## src/sv/adbm_pkg.sv

```systemverilog
`default_nettype none
package adbm_pkg;

  // preamble codes
  localparam logic [2:0] PRE_DATA = 3'd0;
  localparam logic [2:0] PRE_CMD  = 3'd6;
  localparam logic [2:0] PRE_REP  = 3'd7;

  // packed header characters D, B, M
  localparam logic [20:0] HDR_DBM = {7'h44, 7'h42, 7'h4D};

  // crc-16/ccitt
  localparam logic [15:0] CRC_POLY = 16'h1021;
  localparam logic [15:0] CRC_INIT = 16'hFFFF;

  // configuration port
  localparam int unsigned CFG_AW = 3;
  localparam logic [CFG_AW-1:0] REG_CRC_ENABLE = '0;

  // one radio word with its end flag
  typedef struct packed {
    logic [2:0]  pre;
    logic [20:0] payload;
    logic        last;
  } word_t;

  // words caused by one request
  typedef struct packed {
    logic [1:0]       cnt;
    word_t [2:0]      words;
  } rec_t;

endpackage
`default_nettype wire

```

## src/sv/adbm_front.sv

```systemverilog
`default_nettype none
module adbm_front (
  input  wire logic            clk,
  input  wire logic            rst_n,
  input  wire logic            crc_en,
  input  wire logic            acc,
  input  wire logic [7:0]      data_byte,
  input  wire logic            byte_present,
  input  wire logic            end_of_message,
  output adbm_pkg::rec_t       rec,
  output logic                 rec_push
);

  logic        in_msg_r, in_msg_nxt;
  logic        nid_r, nid_nxt;
  logic [1:0]  fill_r, fill_nxt;
  logic [6:0]  held0_r, held0_nxt;
  logic [6:0]  held1_r, held1_nxt;
  logic [15:0] crc_r, crc_nxt;

  // one byte through the crc, bit at a time
  function automatic logic [15:0] crc_byte(input logic [15:0] c, input logic [7:0] b);
    logic [15:0] x;
    x = c ^ {b, 8'h00};
    for (int k = 0; k < 8; k++) begin
      x = x[15] ? ({x[14:0], 1'b0} ^ adbm_pkg::CRC_POLY) : {x[14:0], 1'b0};
    end
    return x;
  endfunction

  // classify the request and build its words
  always_comb begin
    adbm_pkg::rec_t r;
    logic           nid;
    logic [1:0]     fill;
    logic [6:0]     h0;
    logic [6:0]     h1;
    logic [15:0]    crc;
    logic           active;
    r      = '0;
    nid    = in_msg_r ? nid_r : 1'b1;
    fill   = fill_r;
    h0     = held0_r;
    h1     = held1_r;
    crc    = crc_r;
    active = byte_present | end_of_message;

    // header word at message start
    if (!in_msg_r) begin
      r.words[0] = '{pre: adbm_pkg::PRE_CMD, payload: adbm_pkg::HDR_DBM, last: 1'b0};
      r.cnt      = 2'd1;
    end

    // byte: crc, then hold or complete a triplet
    if (byte_present) begin
      crc = crc_byte(crc_r, data_byte);
      if (fill_r == 2'd2) begin
        r.words[r.cnt] = '{pre: nid ? adbm_pkg::PRE_DATA : adbm_pkg::PRE_REP,
                           payload: {h0, h1, data_byte[6:0]}, last: 1'b0};
        r.cnt = r.cnt + 2'd1;
        nid   = ~nid;
        fill  = 2'd0;
        h0    = '0;
        h1    = '0;
      end else begin
        if (fill_r[0]) h1 = data_byte[6:0];
        else           h0 = data_byte[6:0];
        fill = fill_r + 2'd1;
      end
    end

    // message end: padded partial triplet, then crc word if enabled
    if (end_of_message) begin
      if (fill != 2'd0) begin
        r.words[r.cnt] = '{pre: nid ? adbm_pkg::PRE_DATA : adbm_pkg::PRE_REP,
                           payload: {h0, (fill == 2'd2) ? h1 : 7'd0, 7'd0}, last: 1'b0};
        r.cnt = r.cnt + 2'd1;
        nid   = ~nid;
      end
      if (crc_en) begin
        r.words[r.cnt] = '{pre: nid ? adbm_pkg::PRE_DATA : adbm_pkg::PRE_REP,
                           payload: {crc[14:8], crc[6:0], 7'd0}, last: 1'b0};
        r.cnt = r.cnt + 2'd1;
        nid   = ~nid;
      end
      for (int i = 0; i < 3; i++) begin
        if (r.cnt != 2'd0 && 2'(i) == r.cnt - 2'd1) r.words[i].last = 1'b1;
      end
    end

    rec      = r;
    rec_push = acc & active & (r.cnt != 2'd0);

    // message state update
    in_msg_nxt = in_msg_r;
    nid_nxt    = nid_r;
    fill_nxt   = fill_r;
    held0_nxt  = held0_r;
    held1_nxt  = held1_r;
    crc_nxt    = crc_r;
    if (acc && active) begin
      if (end_of_message) begin
        in_msg_nxt = 1'b0;
        nid_nxt    = 1'b1;
        fill_nxt   = '0;
        held0_nxt  = '0;
        held1_nxt  = '0;
        crc_nxt    = adbm_pkg::CRC_INIT;
      end else begin
        in_msg_nxt = 1'b1;
        nid_nxt    = nid;
        fill_nxt   = fill;
        held0_nxt  = h0;
        held1_nxt  = h1;
        crc_nxt    = crc;
      end
    end
  end

  // message state registers
  always_ff @(posedge clk) begin
    if (!rst_n) begin
      in_msg_r <= 1'b0;
      nid_r    <= 1'b1;
      fill_r   <= '0;
      held0_r  <= '0;
      held1_r  <= '0;
      crc_r    <= adbm_pkg::CRC_INIT;
    end else begin
      in_msg_r <= in_msg_nxt;
      nid_r    <= nid_nxt;
      fill_r   <= fill_nxt;
      held0_r  <= held0_nxt;
      held1_r  <= held1_nxt;
      crc_r    <= crc_nxt;
    end
  end

endmodule
`default_nettype wire

```

## src/sv/adbm_queue.sv

```systemverilog
`default_nettype none
module adbm_queue (
  input  wire logic            clk,
  input  wire logic            rst_n,
  input  wire logic            push,
  input  wire adbm_pkg::rec_t  wdata,
  input  wire logic            pop,
  output adbm_pkg::rec_t       rdata,
  output logic                 full,
  output logic                 not_empty
);

  adbm_pkg::rec_t mem_r [2];
  logic           wp_r, rp_r;
  logic [1:0]     cnt_r;

  assign full      = (cnt_r == 2'd2);
  assign not_empty = (cnt_r != 2'd0);
  assign rdata     = mem_r[rp_r];

  // record storage
  always_ff @(posedge clk) begin
    if (push) mem_r[wp_r] <= wdata;
  end

  // pointers and fill level
  always_ff @(posedge clk) begin
    if (!rst_n) begin
      wp_r  <= 1'b0;
      rp_r  <= 1'b0;
      cnt_r <= '0;
    end else begin
      if (push) wp_r <= ~wp_r;
      if (pop)  rp_r <= ~rp_r;
      cnt_r <= cnt_r + {1'b0, push} - {1'b0, pop};
    end
  end

endmodule
`default_nettype wire

```

## src/sv/adbm_back.sv

```systemverilog
`default_nettype none
module adbm_back (
  input  wire logic            clk,
  input  wire logic            rst_n,
  input  wire adbm_pkg::rec_t  q_rdata,
  input  wire logic            q_valid,
  output logic                 q_pop,
  output logic                 out_valid,
  input  wire logic            out_stall,
  output logic [2:0]           out_preamble_code,
  output logic [20:0]          out_word_payload,
  output logic                 out_last_word
);

  adbm_pkg::rec_t rec_r;
  logic           rec_vld_r;
  logic [1:0]     idx_r;
  logic           ov_r;
  adbm_pkg::word_t ow_r;
  logic           out_free, take_word, rec_done;

  // word handoff into the output register
  assign out_free  = ~ov_r | ~out_stall;
  assign take_word = rec_vld_r & out_free;
  assign rec_done  = take_word & (idx_r == rec_r.cnt - 2'd1);
  assign q_pop     = q_valid & (~rec_vld_r | rec_done);

  // current record and word index
  always_ff @(posedge clk) begin
    if (!rst_n) begin
      rec_vld_r <= 1'b0;
      idx_r     <= '0;
    end else if (q_pop) begin
      rec_vld_r <= 1'b1;
      idx_r     <= '0;
    end else begin
      if (rec_done)  rec_vld_r <= 1'b0;
      if (take_word) idx_r <= idx_r + 2'd1;
    end
  end

  always_ff @(posedge clk) begin
    if (q_pop) rec_r <= q_rdata;
  end

  // output register
  always_ff @(posedge clk) begin
    if (!rst_n) begin
      ov_r <= 1'b0;
    end else if (take_word) begin
      ov_r <= 1'b1;
    end else if (!out_stall) begin
      ov_r <= 1'b0;
    end
  end

  always_ff @(posedge clk) begin
    if (take_word) ow_r <= rec_r.words[idx_r];
  end

  assign out_valid         = ov_r;
  assign out_preamble_code = ow_r.pre;
  assign out_word_payload  = ow_r.payload;
  assign out_last_word     = ow_r.last;

endmodule
`default_nettype wire

```

## src/sv/ale_data_block_message_encoder.sv

```systemverilog
`default_nettype none
// Data block message encoder: takes message bytes and emits 24-bit radio words
// (3-bit preamble, 21-bit payload of three 7-bit characters). A message opens
// with a CMD header word "DBM", packs each byte triplet into alternating DATA
// and REP words, pads a partial triplet at the end and, when crc_enable is
// set, appends a CRC-16/CCITT word. An input request is taken every cycle
// while the two-entry record queue between the front and back has room; each
// request yields zero to three words and the back end sends one word per
// cycle while out_stall is low. Each word passes through the record queue,
// the back end's record register and its output register. crc_enable is
// written at byte address 0.
module ale_data_block_message_encoder (
  input  wire logic                        clk,
  input  wire logic                        rst_n,
  input  wire logic                        in_valid,
  output logic                             in_stall,
  input  wire logic [7:0]                  in_data_byte,
  input  wire logic                        in_byte_present,
  input  wire logic                        in_end_of_message,
  output logic                             out_valid,
  input  wire logic                        out_stall,
  output logic [2:0]                       out_preamble_code,
  output logic [20:0]                      out_word_payload,
  output logic                             out_last_word,
  input  wire logic                        psel,
  input  wire logic                        penable,
  input  wire logic                        pwrite,
  input  wire logic [adbm_pkg::CFG_AW-1:0] paddr,
  input  wire logic [31:0]                 pwdata,
  output logic [31:0]                      prdata,
  output logic                             pready
);

  logic           crc_en_r;
  logic           reg_hit;
  logic           q_full, q_valid, q_pop, rec_push, in_acc;
  adbm_pkg::rec_t rec, q_rdata;

  // configuration register, decoded by word index
  assign pready  = 1'b1;
  assign reg_hit = (paddr[adbm_pkg::CFG_AW-1:2]
                    == adbm_pkg::REG_CRC_ENABLE[adbm_pkg::CFG_AW-1:2]);
  always_ff @(posedge clk) begin
    if (!rst_n) begin
      crc_en_r <= 1'b1;
    end else if (psel && penable && pwrite && pready && reg_hit) begin
      crc_en_r <= pwdata[0];
    end
  end
  assign prdata = reg_hit ? {31'd0, crc_en_r} : 32'd0;

  // input handshake
  assign in_stall = q_full;
  assign in_acc   = in_valid & ~q_full;

  adbm_front u_front (
    .clk            (clk),
    .rst_n          (rst_n),
    .crc_en         (crc_en_r),
    .acc            (in_acc),
    .data_byte      (in_data_byte),
    .byte_present   (in_byte_present),
    .end_of_message (in_end_of_message),
    .rec            (rec),
    .rec_push       (rec_push)
  );

  adbm_queue u_queue (
    .clk       (clk),
    .rst_n     (rst_n),
    .push      (rec_push),
    .wdata     (rec),
    .pop       (q_pop),
    .rdata     (q_rdata),
    .full      (q_full),
    .not_empty (q_valid)
  );

  adbm_back u_back (
    .clk               (clk),
    .rst_n             (rst_n),
    .q_rdata           (q_rdata),
    .q_valid           (q_valid),
    .q_pop             (q_pop),
    .out_valid         (out_valid),
    .out_stall         (out_stall),
    .out_preamble_code (out_preamble_code),
    .out_word_payload  (out_word_payload),
    .out_last_word     (out_last_word)
  );

endmodule
`default_nettype wire

```

## config.mk

```make
export PLATFORM = sky130hd
export DESIGN_NAME = ale_data_block_message_encoder
export DESIGN_NICKNAME = d
export VERILOG_FILES = /design/src/sv/adbm_pkg.sv /design/src/sv/adbm_front.sv /design/src/sv/adbm_queue.sv /design/src/sv/adbm_back.sv /design/src/sv/ale_data_block_message_encoder.sv
export SDC_FILE = /design/constraint.sdc
export NUM_CORES = 1
export LEC_CHECK = 0
export ABC_AREA = 1
export BUFFER_PORTS_ARGS = -buffer_cell sky130_fd_sc_hd__buf_2
export CAP_MARGIN = 20
export CORE_AREA = 5 5 155 157
export CTS_CLUSTER_DIAMETER = 150
export DETAILED_ROUTE_END_ITERATION = 8
export DIE_AREA = 0 0 160 162
export GPL_TIMING_DRIVEN = 0
export PLACE_DENSITY = 0.86
export SETUP_SLACK_MARGIN = 0.15
export SKIP_LAST_GASP = 1
export SYNTH_ARGS = -nofsm -noshare
export SYNTH_HDL_FRONTEND = slang
export SYNTH_SLANG_ARGS = --single-unit
```

## constraint.sdc

```tcl
create_clock -name clk -period 6.5 [get_ports clk]
set_clock_uncertainty 0.2 [all_clocks]
set_input_delay 1.3 -clock clk [delete_from_list [all_inputs] [get_ports clk]]
set_output_delay 1.3 -clock clk [all_outputs]
set_load 0.02 [all_outputs]
```

### Word level (Yosys, flattened, before mapping)

Memories as Yosys holds them, arrays and structs flattened. A register that Yosys moved wholly into a read port is not among the register bits.
Index checks and enable logic that the tools add are counted.

* bits in registers: 68
* RAM bits: 154
* bits of input ports: 52
* output and inout bits: 60
* logic and storage cells: 150
* memories: 1

* add/subtract/negate cells: 9
* order comparisons: 7
* eq/ne operators: 7
* muxes and demuxes: 62
* bitwise gates (word level): 28
* reduce and logical (&&, ||, !) cells: 19

Memory list
* u_queue.mem_r: words 2, width 77, rd ports 1, clocked after memory_dff 1, write ports 1, line adbm_queue.sv:13 `adbm_pkg::rec_t mem_r [2];`

Operators with widths (number)
* 77-bit 2-to-1 mux: 7
* 75-bit bitwise mux: 3
* 25-bit demux with 2-bit select: 3
* 25-bit 2-to-1 mux: 5
* 13-bit 2-to-1 mux: 8
* 7-bit 2-to-1 mux: 9
* 25-bit binary-select mux with 2-bit select: 1
* 16-bit 2-to-1 mux: 2
* 3-bit NOT: 8
* 1-bit 2-to-1 mux: 18
* 16-bit bitwise XOR: 1
* 2-bit nonzero test: 6
* 1-bit logical AND: 10
* 1-bit NOT: 10
* 2-bit by 3-bit < comparator with 1-bit output (second input constant): 3
* 3-bit 2-to-1 mux: 3
* 2-bit by 1-bit adder with 2-bit output (second input constant): 4
* 1-bit bitwise AND: 6
* 2-bit equality test (second input constant): 3
* 2-bit 2-to-1 mux: 3
* 2-bit by 1-bit >= comparator with 1-bit output (second input constant): 2
* 2-bit by 1-bit subtractor with 2-bit output (second input constant): 2
* 1-bit by 3-bit < comparator with 1-bit output (second input constant): 1
* 1-bit bitwise OR: 3
* other kinds (11): 11

### Logic depth before layout (Yosys ltp)

Gate-level depths: netlist (run 1).

* word-level depth: 31
* mapped depth: 21
* mapped depth without buffers: 19

### Hierarchy

Synthesis (run 1) repeated with hierarchy kept, for this count alone.

* cells, all modules: 1240
* area total of the unflattened synthesis: 13922.1 um2

Modules (own cells, without submodules)
* adbm_queue: times used 1, cells an instance 273, area an instance 5916.9 um2, seq. area each 4724.5 um2
* adbm_back: times used 1, cells an instance 247, area an instance 3853.7 um2, seq. area each 3143.0 um2
* adbm_front: times used 1, cells an instance 673, area an instance 3833.7 um2, seq. area each 680.7 um2
* ale_data_block_message_encoder: times used 1, cells an instance 47, area an instance 317.8 um2, seq. area each 20.0 um2

### Worst setup path after synthesis (run 1)

No wires, ideal clock.

* path type: input to register
* from: in in_byte_present
* to: mem u_queue.mem_r[0][0] in the netlist's numbering (enable)
* library setup time: 488 ps
* data arrival time: 5806 ps
* data required time: 5812 ps
* path slack: 6 ps
* cell stages on the path: 16
* path buffers: 2
* cells stage by stage: buf_6 -> inv_2 -> nor2_4 -> nand3_1 -> buf_2 -> ha_1 -> nand2_2 -> nand2_1 -> ha_1 -> nand2_1 -> nand3_2 -> nand2_2 -> inv_2 -> nand3_2 -> nand2_1 -> nor2_1

RTL lines
* start, declared: line ale_data_block_message_encoder.sv:18 `input wire logic in_byte_present,`
* end, declared: line adbm_queue.sv:13

==> flow_summary.ini, run 1 <==
[clock_network]
worstSkewPairLatency_ns = 0.53
clk_root_buffer_cell = clkbuf_16
clk_pin_slew_ns = 0.06
cts_buffers = 27
cts_tree = built
hold_buffers = 0
cts_resized = 0
cts.sinks = 262
cts_setup_buffers = 0
htreeDepth = 1
clk_path_buf_depth = 3

[yosys]
synth.largest_area_cell = edfxtp_1
synth_most_common_cell = nand2_1
async_flop_share_pct = 0
syn-instance-count = 1177
yosysTopAreaCellShare_pct = 55.40
avgSynthCellArea_um2 = 10.09
synth-main-ff-cell = edfxtp_1
seq_area_frac_synth_pct = 62.65
synth-edff-count = 219
synthDistinctLibCells = 43
syn_area_um2 = 11870
ys_top_cells_by_area = edfxtp_1, nand2_1, dfxtp_1
yosys-top-cells-count = nand2_1, edfxtp_1, o21ai_0
synth_seq_cells = 262
synth_warnings = 0

[timing]
final-hold-violation-count = 0
fmax_mhz = 222.3
slew_violations = 0
fin_crit_sh_pct = 69.22
tightest_slew_ns = 1.046
rsz0062_at_grt = false
fin_crit_ns = 4.499
setup_viol = 0
hold_ws_ns = 0.2815
slew_headroom_pct = 30.19

[global_routing]
grt_antenna_before_repair = 0
grt_use_total_pct = 23.27
grt_overflow_total = 0
grt_max_degree = 44
grt_pass1_vias = 8403
grt_pass1_wl_mm = 47.19

[power]
power_leakage_nw = 5.442
total_power_w = 0.005350
power.density_nw_per_um2 = 395.4
intPower_w = 0.003623
vdd_ir_drop_max_v = 0.0002046
swShare_pct = 32.28
pwr-share-seq_pct = 46.2
power_switching_w = 0.001727
pwr-share-comb_pct = 25.1
clockPowerShare_pct = 28.7

[critical_path]
cp-end-kind = register
cpPeakStageDelay_ns = 0.57
start_kind = input pin
slowest_stage = nor2_1
cp_max_fo = 11
critical_path_class = input pin to register
crit_chain = buf_2 > buf_6 > inv_2 > nor2_4 > nand3_1 > buf_2 > ha_1 > nand2_2 > nand2_1 > inv_1 > ha_1 > nand2_1 > nor2_1 > inv_1 > buf_2 > o22ai_1 > inv_1
worstPathRequired_ns = 6.56
crit_arrival_ns = 4.56

[drt]
ant_nets = 0
viasPerCell = 5.537
wire_per_inst_um = 19.28
num_vias = 8798
drt_pass1_iterations = 7
routed_wl_mm = 30.63
drc = 0
drt_iter0_drc = 914

[placement]
gp_congestion = 0.9488
port_buffers = 45
hpwl_mm = 22.73
placed_cells = 1541

[cells_and_area]
regArea_um2 = 7437
nets = 1345
fillers = 1795
antenna_cells = 0
utilization_pct = 60.50
area_growth_pct = 14.00
drive_gt1_share_pct = 13.88
multi_input_area_um2 = 3736
stdcell_count = 1589

[flow_run]
cap_viol_max_count = 0

[die]
io_pins = 112
core-area_um2 = 22370
rows = 55
start_util_pct = 53.07
die-area_um2 = 25920
die_h_um = 162
die_w_um = 160

[status]
outcome = completed

[worst_hold_path]
hold_class = register to register
-- per-layer routing --
| layer | share of wire (%) | routed length [um] | vias to the layer above | global-route usage, % |
|---|---|---|---|---|
| met5 | 0 | 0 | - | 0 |
| met4 | 2.7 | 842 | 0 | 7.000 |
| met3 | 8.4 | 2577 | 59 | 3.578 |
| met2 | 48 | 14840 | 420 | 39.63 |
| met1 | 40 | 12370 | 4153 | 31.15 |
| li1 | - | - | 4166 | - |
-- final cells by class --
type	instances	share of cell area, %
Buffer	86	3.689
Clock buffer	33	5.160
Clock inverter	15	1.341
Inverter	84	2.349
Multi-Input combinational cell	775	27.61
Sequential cell	262	54.96
Tap cell	285	2.635
Timing Repair Buffer	49	2.256
-- logic make-up (layout without fill, tap and decap cells) --
family | after synthesis | in the layout | share of synthesized area (%)
buffers and inverters | 170 | 267 | 6.883
other | 2 | 32 | 0.06327
xor gates and xnor gates | 15 | 15 | 1.107
DFF | 262 | 262 | 62.65
adders and majority gates | 8 | 8 | 0.8433
AOI/OAI and AO/OA | 219 | 219 | 10.51
and+or+nand+nor | 501 | 501 | 17.94
-- worst paths after layout --
kind | startpoint | endpoint | slack (ns) | depth (start not counted)
max reg2reg | u_front.fill_r[1] | u_queue.mem_r[0][13] | 2.59 | 14
min reg2reg | u_queue.cnt_r[1] | u_queue.cnt_r[1] | 0.28 | 1
min | u_queue.cnt_r[1] | u_queue.cnt_r[1] | 0.28 | 1
max | in_byte_present | u_queue.mem_r[0][13] | 2.00 | 17
-- worst max-delay path: cells and delay by family --
family	cells	cell delay [ns]
buffers and inverters	8	1.30
and+or+nand+nor	6	1.15
AOI/OAI and AO/OA	1	0.31
adders and majority gates	2	0.48
-- through the flow --
stage | area, um2 | setup TNS (ns) | setup WS, ns
after CTS | 13530 | 0 | 2.078
after floorplan | 11990 | 0 | 1.098
final | 13530 | 0 | 2.001
after detailed placement | 12650 | 0 | 1.546
after global placement | 12570 | -17.31 | -0.2742
after global routing | 13530 | 0 | 1.836
-- placed cells by master (no fill, tap or decap), drive strengths merged --
master and n:
clkinv 13, o31ai 4, o211ai 4, o21bai 1, dfxtp 43, xnor2 5, a211oi 4, o311ai 1
o21a 1, inv 80, xor2 10, a22oi 14, ha 8, clkbuf 65, a221oi 2, nor2 81
nand4 1, edfxtp 219, clkinvlp 2, o22ai 36, nand2 364, o21ai 82, bufinv 4, conb 32
a31oi 2, buf 103, nor3 14, nand3 41, a21oi 68
-- registers in the layout (all words and copies together) (netlist names), 2 cells and up --
signal	flops
u_back.out_word_payload	21
u_front.held0_r	7
u_front.held1_r	7
u_front.crc_r	16
u_queue.mem_r	130
u_back.rec_r	65
u_back.out_preamble_code	2
u_front.fill_r	2
u_back.idx_r	2
u_queue.cnt_r	2
-- power by group through the flow --
stage	clock, W	sequential (W)	combinational [W]
floorplan	0	0.00255	0.000779
global placement	0	0.00250	0.00124
detailed placement	0	0.00250	0.00133
CTS	0.00155	0.00247	0.00134
global route	0.00163	0.00250	0.00148
finish	0.00154	0.00247	0.00134
No activity file was read; power rests on OpenSTA's default activity.
==> run 2, diff against run 1 <==
Clock period 6.5 ns to 4 ns, I/O delays scaled along.
==> run 2 against run 1 <==
Worst hold slack improved by 0.017 ns. Cell count rose by 0.13%. Global-route usage rose by 0.24 points. First-iteration DRC count rose by 11%. Power rose by 62%. Largest power group unchanged. Routed wire length rose by 1.5%. Sequential cell count did not move. Worst setup slack got worse by 1.7 ns. Combinational power rose by 67%. Non-clock buffer count did not move. Cell area rose by 0.67%. Critical path depth rose by 2.
==> flow_summary.ini, run 2 (synthesis gave the netlist of run 1 again) <==
[status]
outcome = completed

[global_routing]
grt_use_total_pct = 23.50
grt_pass1_wl_mm = 47.88
grt_overflow_total = 0
grt_antenna_before_repair = 0
grt_pass1_vias = 8387
grt_max_degree = 43

[die]
die-area_um2 = 25920
io_pins = 112
start_util_pct = 53.07
core-area_um2 = 22370
die_h_um = 162
rows = 55
die_w_um = 160

[clock_network]
cts_buffers = 27
clk_root_buffer_cell = clkbuf_16
worstSkewPairLatency_ns = 0.53
cts_setup_buffers = 0
hold_buffers = 0
clk_path_buf_depth = 3
cts_tree = built
htreeDepth = 1
clk_pin_slew_ns = 0.06
cts.sinks = 262

[drt]
ant_nets = 0
drt_iter0_drc = 1018
routed_wl_mm = 31.09
num_vias = 8906
drt_pass1_iterations = 6
wire_per_inst_um = 19.54
drc = 0
viasPerCell = 5.598

[timing]
setup_viol = 0
setup_tns_ns = 0
tightest_slew_ns = 1.054
fin_crit_sh_pct = 92.88
fmax_mhz = 269.2
rsz0062_at_grt = false
final-hold-violation-count = 0
slew_headroom_pct = 29.68
layout_setup_ws_ns = 0.2848
fin_crit_ns = 3.715
slew_violations = 0

[critical_path]
cp_max_fo = 24
start_kind = input pin
critical_path_class = input pin to register
cp-end-kind = register
worstPathRequired_ns = 4.02
crit_arrival_ns = 3.73

[power]
vdd_ir_drop_max_v = 0.0003677
power.density_nw_per_um2 = 634.4
power_leakage_nw = 5.421

[flow_run]
cap_viol_max_count = 0

[cells_and_area]
top_register = u_queue.mem_r
largest_reg_flops = 130
area_growth_pct = 14.76
final_common_cell = nand2_1
nets = 1348
antenna_cells = 0
fillers = 1755
drive_gt1_share_pct = 14.85
mostFrequentLayoutCells = nand2_1, edfxtp_1, o21ai_0

[placement]
port_buffers = 45
place_worst_setup_slack_ns = -0.3963
gp_congestion = 0.9435
hpwl_mm = 22.39

[worst_hold_path]
hold_class = input pin to register
run 2: area by class of cell:
type | instances | area, um2 | share of cell area (%)
buffer | 86 | 518.0 | 3.803
clock buffer | 31 | 700.7 | 5.144
clock inverter | 16 | 138.9 | 1.020
inverter | 84 | 330.3 | 2.425
multi-input combinational | 776 | 3810 | 27.97
sequential | 262 | 7437 | 54.60
tap | 285 | 356.6 | 2.618
timing repair buffer | 49 | 320.3 | 2.351
timing repair inverter | 2 | 10.01 | 0.07348
run 2: path summary, 6_finish.rpt:
| check | startpoint | depth (start not counted) | endpoint | slack [ns] |
|---|---|---|---|---|
| worst max-delay path | in_byte_present | 19 | u_queue.mem_r[0][40] | 0.28 |
| worst min register to register | u_front.held1_r[5] | 2 | u_front.held1_r[5] | 0.30 |
| worst max register to register | u_back.idx_r[0] | 12 | u_queue.cnt_r[1] | 0.30 |
| worst min-delay path | pwdata[0] | 3 | crc_en_r | 0.30 |
run 2: worst max-delay path: stages:
cell and delay (ns):
buf_2 0.13, buf_12 0.15, inv_6 0.04, nor2_4 0.17
nand3_2 0.17, nand2_1 0.25, ha_4 0.25, nand2_4 0.07
nand2_4 0.06, ha_4 0.21, nand2_2 0.09, nand3_2 0.08
nand2_2 0.13, inv_2 0.04, nand3_2 0.09, nand2_2 0.13
nor2_4 0.38, buf_12 0.25, buf_16 0.20
run 2: where the power goes:
| group | total [W] | leakage (nW) | internal [W] | switching [W] |
|---|---|---|---|---|
| Clock | 0.00239 | 0.397 | 0.00138 | 0.00101 |
| Combinational | 0.00224 | 2.61 | 0.000590 | 0.00165 |
| Sequential | 0.00402 | 2.41 | 0.00383 | 0.000186 |
| Total | 0.00864 | 5.42 | 0.00580 | 0.00284 |
run 2: what timing repair did:
item | in CTS | in global routing
hold endpoints to repair | 0 | 0
endpoints found under the setup margin | 25 | 57
pin swaps | 1 | 0
gates cloned | 2 | 1
resized for setup | 0 | 1
run 2: routing by layer:
metal | GRT usage (%) | part of all wire, %
met5 | 0 | 0
met4 | 7.118 | 2.7
met3 | 4.593 | 9.8
met2 | 39.00 | 47
met1 | 31.73 | 40
run 2: stage by stage:
stage               instances  utilization, %  power [W]  hold slack (ns)  cell area [um2]
CTS                      1590           60.87   0.008633           0.2949            13610
finish                   1591           60.91   0.008642           0.2984            13620
detailed placement       1541           57.07   0.006255           0.2830            12760
global placement         1537           56.64   0.006080           0.2699            12670
floorplan                1207               -   0.005437           0.2433            12090
global route             1591           60.91   0.009053           0.3223            13620
